--- src/rtl/twbg_pkg.sv ---
// ----------------------------------------------------------------------------
// twbg_pkg
// Shared types and codes for the tile map window blit generator.
// ----------------------------------------------------------------------------
package twbg_pkg;

  localparam int MAP_CELLS_DEF    = 4096;
  localparam int MAX_WIN_COLS_DEF = 8;
  localparam int MAX_WIN_ROWS_DEF = 8;

  // Request ops
  localparam logic [1:0] OP_LOAD  = 2'd0;
  localparam logic [1:0] OP_DRAW  = 2'd1;
  localparam logic [1:0] OP_QUERY = 2'd2;

  // Result kinds
  localparam logic [1:0] KIND_DRAW  = 2'd0;
  localparam logic [1:0] KIND_QUERY = 2'd1;
  localparam logic [1:0] KIND_NONE  = 2'd2;

  // Register indexes
  localparam logic [2:0] REG_MAP_W   = 3'd0;
  localparam logic [2:0] REG_MAP_H   = 3'd1;
  localparam logic [2:0] REG_TILE_W  = 3'd2;
  localparam logic [2:0] REG_TILE_H  = 3'd3;
  localparam logic [2:0] REG_IMAGE_W = 3'd4;
  localparam logic [2:0] REG_IMAGE_H = 3'd5;

  // Divider widths: dividend up to tile * tile_w, divisor up to image size
  localparam int DIV_W = 23;
  localparam int DVS_W = 11;

  typedef struct packed {
    logic [1:0]         op;
    logic [11:0]        addr;
    logic [15:0]        value;
    logic signed [11:0] view_x;
    logic signed [11:0] view_y;
    logic [8:0]         sc;
    logic [8:0]         ec;
    logic [8:0]         sr;
    logic [8:0]         er;
    logic               q_ok;
    logic [8:0]         qx;
    logic [8:0]         qy;
  } cmd_t;

endpackage

--- src/rtl/twbg_front.sv ---
// ----------------------------------------------------------------------------
// twbg_front
// Accepts requests, clamps the draw window, range-checks the query coordinates,
// and queues decoded commands for the back end in a two-entry queue.
// ----------------------------------------------------------------------------
module twbg_front import twbg_pkg::*; #(
  parameter int MAX_WIN_COLS = MAX_WIN_COLS_DEF,
  parameter int MAX_WIN_ROWS = MAX_WIN_ROWS_DEF
) (
  input  logic               clk,
  input  logic               rst,
  input  logic               in_valid,
  output logic               in_stall,
  input  logic [1:0]         op,
  input  logic [11:0]        cell_addr,
  input  logic [15:0]        cell_value,
  input  logic signed [11:0] view_x,
  input  logic signed [11:0] view_y,
  input  logic signed [9:0]  start_col,
  input  logic signed [9:0]  start_row,
  input  logic signed [9:0]  win_cols,
  input  logic signed [9:0]  win_rows,
  input  logic signed [9:0]  query_x,
  input  logic signed [9:0]  query_y,
  input  logic [8:0]         map_width,
  input  logic [8:0]         map_height,
  output cmd_t               cmd,
  output logic               cmd_valid,
  input  logic               cmd_pop
);

  function automatic logic [8:0] clamp_map(input logic signed [11:0] v,
                                           input logic [8:0] hi);
    logic [8:0] res;
    if (v < 12'sd0) res = 9'd0;
    else if (v > $signed({3'b000, hi})) res = hi;
    else res = v[8:0];
    return res;
  endfunction

  cmd_t               q [2];
  logic               wp;
  logic               rp;
  logic [1:0]         cnt;
  cmd_t               dec;
  logic signed [11:0] w_s;
  logic signed [11:0] h_s;
  logic               push;

  always_comb begin
    w_s = {{2{win_cols[9]}}, win_cols};
    h_s = {{2{win_rows[9]}}, win_rows};
    if (w_s > 12'(MAX_WIN_COLS)) w_s = 12'(MAX_WIN_COLS);
    if (h_s > 12'(MAX_WIN_ROWS)) h_s = 12'(MAX_WIN_ROWS);
    dec.op     = op;
    dec.addr   = cell_addr;
    dec.value  = cell_value;
    dec.view_x = view_x;
    dec.view_y = view_y;
    dec.sc     = clamp_map({{2{start_col[9]}}, start_col}, map_width);
    dec.sr     = clamp_map({{2{start_row[9]}}, start_row}, map_height);
    dec.ec     = clamp_map($signed({3'b000, dec.sc}) + w_s, map_width);
    dec.er     = clamp_map($signed({3'b000, dec.sr}) + h_s, map_height);
    dec.q_ok   = !query_x[9] && !query_y[9] &&
                 ({1'b0, query_x[8:0]} < {1'b0, map_width}) &&
                 ({1'b0, query_y[8:0]} < {1'b0, map_height});
    dec.qx     = query_x[8:0];
    dec.qy     = query_y[8:0];
  end

  assign in_stall  = (cnt == 2'd2);
  assign cmd_valid = (cnt != 2'd0);
  assign cmd       = q[rp];
  // op 3 is dropped here
  assign push = in_valid && !in_stall &&
                (op == OP_LOAD || op == OP_DRAW || op == OP_QUERY);

  always_ff @(posedge clk) begin
    if (rst) begin
      wp  <= 1'b0;
      rp  <= 1'b0;
      cnt <= 2'd0;
    end else begin
      if (push) begin
        q[wp] <= dec;
        wp    <= !wp;
      end
      if (cmd_pop) rp <= !rp;
      cnt <= cnt + {1'b0, push} - {1'b0, cmd_pop};
    end
  end

endmodule

--- config.mk ---
export PLATFORM = sky130hd
export DESIGN_NAME = twbg_front
export DESIGN_NICKNAME = d
export VERILOG_FILES = /design/src/rtl/twbg_pkg.sv /design/src/rtl/twbg_front.sv
export SDC_FILE = /design/constraint.sdc
export NUM_CORES = 1
export LEC_CHECK = 0
export BUFFER_PORTS_ARGS = -buffer_cell sky130_fd_sc_hd__buf_2
export CAP_MARGIN = 10
export CORE_UTILIZATION = 49
export DETAILED_ROUTE_END_ITERATION = 12
export GPL_ROUTABILITY_DRIVEN = 0
export PLACE_DENSITY = 0.75
export SETUP_SLACK_MARGIN = 0.4
export SLEW_MARGIN = 25
export SYNTH_ARGS = -nofsm -noshare
export SYNTH_HDL_FRONTEND = slang
export SYNTH_SLANG_ARGS = --single-unit
--- constraint.sdc ---
create_clock -name clk -period 9.3 [get_ports clk]
set_input_delay 0.465 -clock clk [delete_from_list [all_inputs] [get_ports clk]]
set_output_delay 0.465 -clock clk [all_outputs]
set_load 0.01 [all_outputs]
==> results.toml, run 1 <==
[routing]
ant_nets = 0
routedWlPerCell_um = 18.36
drtPass1Iterations = 5
drtIter0Drc = 302
vias = 6856
wl_mm = 23.50
avgViaCountPerCell = 5.356
remaining_drc_errors = 0

[clock_network]
cts_tree = "yes"
clk_path_buf_depth = 3
cts_buffers = 24
clockRootBuffer = "clkbuf_16"
cts_setup_buffers = 0
cts_max_level = 1
cts_resized = 0
cts-hold-fix-buffers = 0
clk_pin_slew_ns = 0.06
cts.sink_count = 223
clk_latency_ns = 0.51

[worst_hold_path]
min_path_cells = 1
hold_path.class = "input port to flip-flop"
min_to = "q[1][56]"
worstHoldStart = "view_y[1]"

[sta]
rsz0062_at_grt = "false"
final.period_utilization = 0.5663
max_slew_margin = 0.3607
fin_crit_ns = 5.267
finClkSkew_ns = 0.006598
tns_ns = 0
setup_viol = 0
fmax_mhz = 189.9
worst_slew_pin_slew_ns = 0.9589
hold_violations = 0
slew_viol_final = 0

[setup_path]
cp_data_required_time_ns = 9.55
r2r_end = "q[1][54]"
worstReg2RegStart = "cnt[1]"
critPathLaunchType = "input port"
arrival_ns = 5.52
crit_type = "input port to flip-flop"
cp_max_fo = 9
end_kind = "flip-flop"
r2r_slack_ns = 7.19
crit_start = "map_width[1]"
r2r_cells = 5

[floorplan]
initial_utilization = 0.5064
dieArea_um2 = 22670
die_w_um = 150.6
core_area_um2 = 21350
num_io_pins = 247
fp.dieH_um = 150.6
row_count = 53

[pwr]
irDropWorstVdd_mv = 0.1225
cellPowerDensity_nw_per_um2 = 199.4
swShare = 0.2534
p_int_w = 0.001959
power_switching_w = 0.0006649
clock_power_share = 0.353
power_w = 0.002624
p_seq_frac = 0.461
pwr-share-comb = 0.185
p_leak_nw = 5.385

[synth]
synth_seq_cells = 223
avgSynthCellArea_um2 = 14.81
ys.flop_type = "edfxtp_1"
syn_area_um2 = 10810
yosysSeqAreaShare = 0.6147
synth_nets = 940
synthCells = 730
synth_cell_type_count = 57
synth_warnings = 0
synth-edff-count = 218
synth-async-reset-ratio = 0

[final_layout]
final_common_cell = "buf_2"
nets = 1198
diodes = 0
drive_gt1_frac = 0.4080
final_cell_mix = "buf_2 (246), edfxtp_1 (218), mux2_2 (110), ha_1 (72), nand2_1 (43)"
syn_to_final_growth_pct = 21.67

[grt]
antenna_found_initial = 0
overflow = 0
grt_pass1_wl_mm = 35.12
grt_max_degree = 70
grt_pass1_vias = 6807
grt_usage = 0.2022

[run_status]
status = "finished clean"

[placed_design]
portBuffers = 246
hpwl_mm = 16.76

[job]
drv_cap = 0
==> cells in the mapped netlist (9+ instances only) <==
library cell	number	area (µm²)
nand2b_1	20	125.1
ha_1	72	900.9
mux2_2	110	1239
nor2_1	24	90.09
inv_1	23	86.33
edfxtp_1	218	6546
xnor2_1	10	87.58
o21ai_0	13	65.06
nor2b_1	13	81.33
nor3_1	9	45.04
a21o_1	9	67.56
mux2i_1	32	320.3
a21oi_1	17	85.08
nand2_1	43	161.4
clkbuf_1	12	45.04
and2_1	12	75.07
==> state kept, by name, summed over array words and instances, names as in the netlist, named ones only <==
signal / cells
q: 218
cnt: 2
rp: 1
wp: 1
==> logic make-up after synthesis <==
kind of cell,after synthesis,synth area share
AOI/OAI and AO/OA,83,0.05300
xor gates and xnor gates,16,0.01296
adders and majority gates,74,0.08702
buffers and inverters,43,0.01550
DFF,223,0.6147
muxes,144,0.1463
and+or+nand+nor,147,0.07059
==> critical path: stages <==
cell and delay, ns:
buf_2 0.12, inv_1 0.15, ha_1 0.27, nor2b_1 0.13
o21a_1 0.17, o21ai_1 0.13, a221oi_1 0.12, o221ai_2 0.57
mux2_1 0.42, ha_1 0.24, fa_1 0.42, a211oi_1 0.25
nor2_1 0.12, o21a_1 0.19, nor2_1 0.12, xnor2_1 0.11
ha_1 0.22, a2111o_1 0.29, o21ai_0 0.16, a21oi_1 0.08
a31oi_1 0.17, buf_4 0.23, mux2_1 0.37
==> metrics by stage <==
step	instances	hold WS [ns]	setup WS (ns)	utilization	instance area, µm²
6_report	1280	0.1375	4.033	0.6161	13160
5_1_grt	1280	0.1160	3.678	0.6161	13160
4_1_cts	1280	0.1137	3.839	0.6157	13150
3_5_place_dp	1237	0.4968	3.292	0.5797	12380
3_3_place_gp	1237	0.4946	3.517	0.5794	12370
2_1_floorplan	730	0.4799	0.4933	-	10820
==> power by group through the flow <==
stage / combinational (W) / clock [W] / sequential (W)
after floorplan: 0.000319 / 0 / 0.00123
after global placement: 0.000474 / 0 / 0.00123
after CTS: 0.000488 / 0.000952 / 0.00121
after detailed placement: 0.000484 / 0 / 0.00123
final: 0.000486 / 0.000927 / 0.00121
after global routing: 0.000534 / 0.000983 / 0.00122
==> final cells by class <==
type                       instances  area (µm²)
tap                              275       344.1
timing repair buffer             252        1276
multi-input combinational        464        4031
inverter                          23       86.33
clock buffer                      29       619.3
clock inverter                    14       148.9
fill                            1675        8197
sequential                       223        6650
==> worst max path at each step <==
stage | depth (start not counted) | slack [ns] | endpoint
floorplan | 3 | 0.49 | q[0][0]
global placement | 23 | 3.52 | q[0][43]
detailed placement | 23 | 3.29 | q[0][43]
CTS | 23 | 3.84 | q[1][43]
global route | 23 | 3.68 | q[1][43]
finish | 23 | 4.03 | q[1][43]
==> routing by layer <==
| metal | global-route usage | vias up | part of all wire |
|---|---|---|---|
| met5 | 0 | - | 0 |
| met4 | 0.06616 | 0 | 0.023 |
| met3 | 0.03000 | 42 | 0.059 |
| met2 | 0.3484 | 214 | 0.49 |
| met1 | 0.2606 | 3299 | 0.43 |
| li1 | - | 3301 | - |
(Power assumes the default switching activity.)
==> run 2: changes to the inputs <==
--- a/config.mk
+++ b/config.mk
@@ -5,12 +5,13 @@
 export SDC_FILE = /design/constraint.sdc
 export NUM_CORES = 1
 export LEC_CHECK = 0
+export ABC_AREA = 1
 export BUFFER_PORTS_ARGS = -buffer_cell sky130_fd_sc_hd__buf_2
 export CAP_MARGIN = 10
-export CORE_UTILIZATION = 49
+export CORE_UTILIZATION = 55
 export DETAILED_ROUTE_END_ITERATION = 12
 export GPL_ROUTABILITY_DRIVEN = 0
-export PLACE_DENSITY = 0.75
+export PLACE_DENSITY = 0.8
 export SETUP_SLACK_MARGIN = 0.4
 export SLEW_MARGIN = 25
 export SYNTH_ARGS = -nofsm -noshare
==> constraint.sdc (replaced) <==
create_clock -name clk -period 5.2 [get_ports clk]
set_input_delay 0.26 -clock clk [delete_from_list [all_inputs] [get_ports clk]]
set_output_delay 0.26 -clock clk [all_outputs]
set_load 0.01 [all_outputs]
==> results.toml, run 2 <==
[setup_path]
r2r_cells = 5
cp_max_fo = 18
critPathLaunchType = "input port"
r2r_end = "q[1][53]"
r2r_slack_ns = 3.08
end_kind = "flip-flop"
cp_data_required_time_ns = 5.41
arrival_ns = 4.49
worstReg2RegStart = "cnt[1]"
crit_type = "input port to flip-flop"

[floorplan]
row_count = 51
num_io_pins = 247
dieArea_um2 = 20350
die_w_um = 142.7
fp.dieH_um = 142.7
core_area_um2 = 19400
initial_utilization = 0.5610

[grt]
grt_use_met2 = 0.4149
grt_pass1_wl_mm = 37.49
grtUsageMet3 = 0.04930
top_usage_layer = "met2"
grt_pass1_vias = 7415
grt_max_degree = 77
overflow = 0
use_met1 = 0.2991
antenna_found_initial = 0
grt_usage = 0.2378

[routing]
wl_mm = 24.76
routedWlPerCell_um = 17.18
remaining_drc_errors = 0
drtPass1Iterations = 5
ant_nets = 0
vias = 7655
avgViaCountPerCell = 5.312
drtIter0Drc = 486

[synth]
avgSynthCellArea_um2 = 13.14
synth-async-reset-ratio = 0
synthMostInstantiatedCell = "edfxtp_1"
synth-edff-count = 218
yosysTopAreaCell = "edfxtp_1"
synth_cell_type_count = 40
syn_area_um2 = 10880
synth_top_area_frac = 0.6016
netlist_top_cells_area = "edfxtp_1 (60%), mux2_2 (11%), ha_1 (8.3%)"
yosysSeqAreaShare = 0.6108
synthCells = 828
synth_warnings = 0
synth_seq_cells = 223
ys.flop_type = "edfxtp_1"
synth_nets = 1038
synthTopCellsByCount = "edfxtp_1 (218), mux2_2 (109), nand2_1 (99)"

[pwr]
p_int_w = 0.003292
clock_power_share = 0.338
p_leak_nw = 5.851
power_switching_w = 0.001187
irDropWorstVdd_mv = 0.2174
cellPowerDensity_nw_per_um2 = 323.0
p_seq_frac = 0.471
power_w = 0.004479
swShare = 0.2650
pwr-share-comb = 0.191

[final_layout]
final-seq-area_um2 = 6650
nets = 1369
final_common_cell = "buf_2"
drive_gt1_frac = 0.3639
largest_register_ffs = 218
final_cell_mix = "buf_2 (246), edfxtp_1 (218), mux2_2 (109), nand2_1 (99), inv_1 (78)"
top_register = "q"
final_util = 0.7148
n_fill_cell = 1370
diodes = 0
reg_top3 = "q: 218 flops, cnt: 2 flops"
syn_to_final_growth_pct = 27.43
multi_input_area_um2 = 3884

[sta]
finClkSkew_ns = 0.005736
max_slew_margin = 0.4653
rsz0062_at_grt = "false"
worst_slew_pin_slew_ns = 0.8021
hold_ws_ns = 0.01912
fin_crit_ns = 4.284
setup_viol = 0
fmax_mhz = 233.4
slew_viol_final = 0
tns_ns = 0
hold_violations = 0
final.period_utilization = 0.8239

[clock_network]
cts_max_level = 1
cts.sink_count = 223
clockRootBuffer = "clkbuf_16"
clk_pin_slew_ns = 0.06
clk_latency_ns = 0.50
cts_setup_buffers = 0
cts_buffers = 23
cts_tree = "yes"
clk_path_buf_depth = 3

[worst_hold_path]
min_to = "q[0][16]"
worstHoldStart = "query_x[7]"
hold_path.class = "input port to flip-flop"
min_path_cells = 1

[placed_design]
hpwl_mm = 16.77
portBuffers = 246

[run_status]
status = "finished clean"

[job]
drv_cap = 0
==> run 2: cell types whose count changed after synthesis, sizes merged, moves of 7 or more <==
cell | before | now
nand4 | 3 | 10
o21ai | 19 | 26
clkbuf | 12 | 5
nor2b | 13 | 0
and2 | 13 | 0
nand2 | 43 | 107
inv | 23 | 79
nand3 | 4 | 49
nand2b | 20 | 0
a21oi | 17 | 41
mux2i | 32 | 0
a21o | 9 | 1
nor2 | 25 | 45
==> run 2: routing by layer <==
layer / up-vias / share of wire
met2: 284 / 0.50
met4: 0 / 0.021
met5: - / 0
met1: 3639 / 0.41
li1: 3686 / -
met3: 46 / 0.073
==> run 2: worst max-delay path: stages <==
cell       delay (ns)
buf_2            0.09
inv_1            0.11
ha_1             0.33
nand2_1          0.08
nor2_1           0.16
o211ai_1         0.11
o2111ai_1        0.12
nand3_2          0.29
o21ai_0          0.58
ha_1             0.39
nand2_1          0.12
inv_1            0.05
a21oi_1          0.21
nor2_1           0.07
nor2_1           0.11
xnor2_1          0.18
ha_1             0.30
a21oi_1          0.14
o21ai_0          0.09
a21oi_1          0.12
o21bai_1         0.09
nand2_2          0.18
nand2_4          0.13
nand2_1          0.09
a21oi_1          0.09
==> run 2: what timing repair did <==
action	CTS	global route
setup endpoints to repair	0	2
hold buffers	67	2
endpoints found under the hold margin	134	3
resized for setup	0	1
==> run 2: kinds of logic after synthesis <==
logic type,after synthesis,share of synthesized area
AO/OA/AOI/OAI,89,0.04760
XOR/XNOR,16,0.01288
adder cells (fa/ha/maj),74,0.08647
buffers and inverters,95,0.03403
flip-flops,223,0.6108
multiplexers,109,0.1128
AND/OR/NAND/NOR,222,0.09544
==> run 2: worst max path at each step <==
stage	startpoint	end	depth (start not counted)
3_3_place_gp	map_width[7]	q[0][43]	25
6_report	map_height[7]	q[0][22]	25
5_1_grt	map_height[8]	q[1][22]	28
3_5_place_dp	map_height[7]	q[0][22]	25
4_1_cts	map_height[7]	q[1][22]	25
2_1_floorplan	map_width[7]	q[0][43]	28
==> run 2: power by group through the flow <==
stage	Combinational, W	Sequential (W)	Clock, W
detailed placement	0.000785	0.00216	0
CTS	0.000832	0.00212	0.00154
global route	0.000945	0.00212	0.00160
floorplan	0.000534	0.00214	0
global placement	0.000768	0.00216	0
finish	0.000855	0.00211	0.00151
==> run 2: through the flow <==
stage          setup slack, ns  std cells  area [µm²]
2_1_floorplan            1.201        828       10900
3_3_place_gp            0.6271       1328       12440
3_5_place_dp            0.4999       1328       12440
4_1_cts                  1.002       1437       13810
5_1_grt                 0.4262       1441       13870
6_report                0.9156       1441       13870
==> run 2: layout make-up <==
type,count,area share
repair buffers,322,0.1447
well taps,265,0.02391
inverters,79,0.02138
clock inverters,15,0.006316
flip-flops and latches,223,0.4796
multi-input cells,510,0.2801
clock buffers,27,0.04403
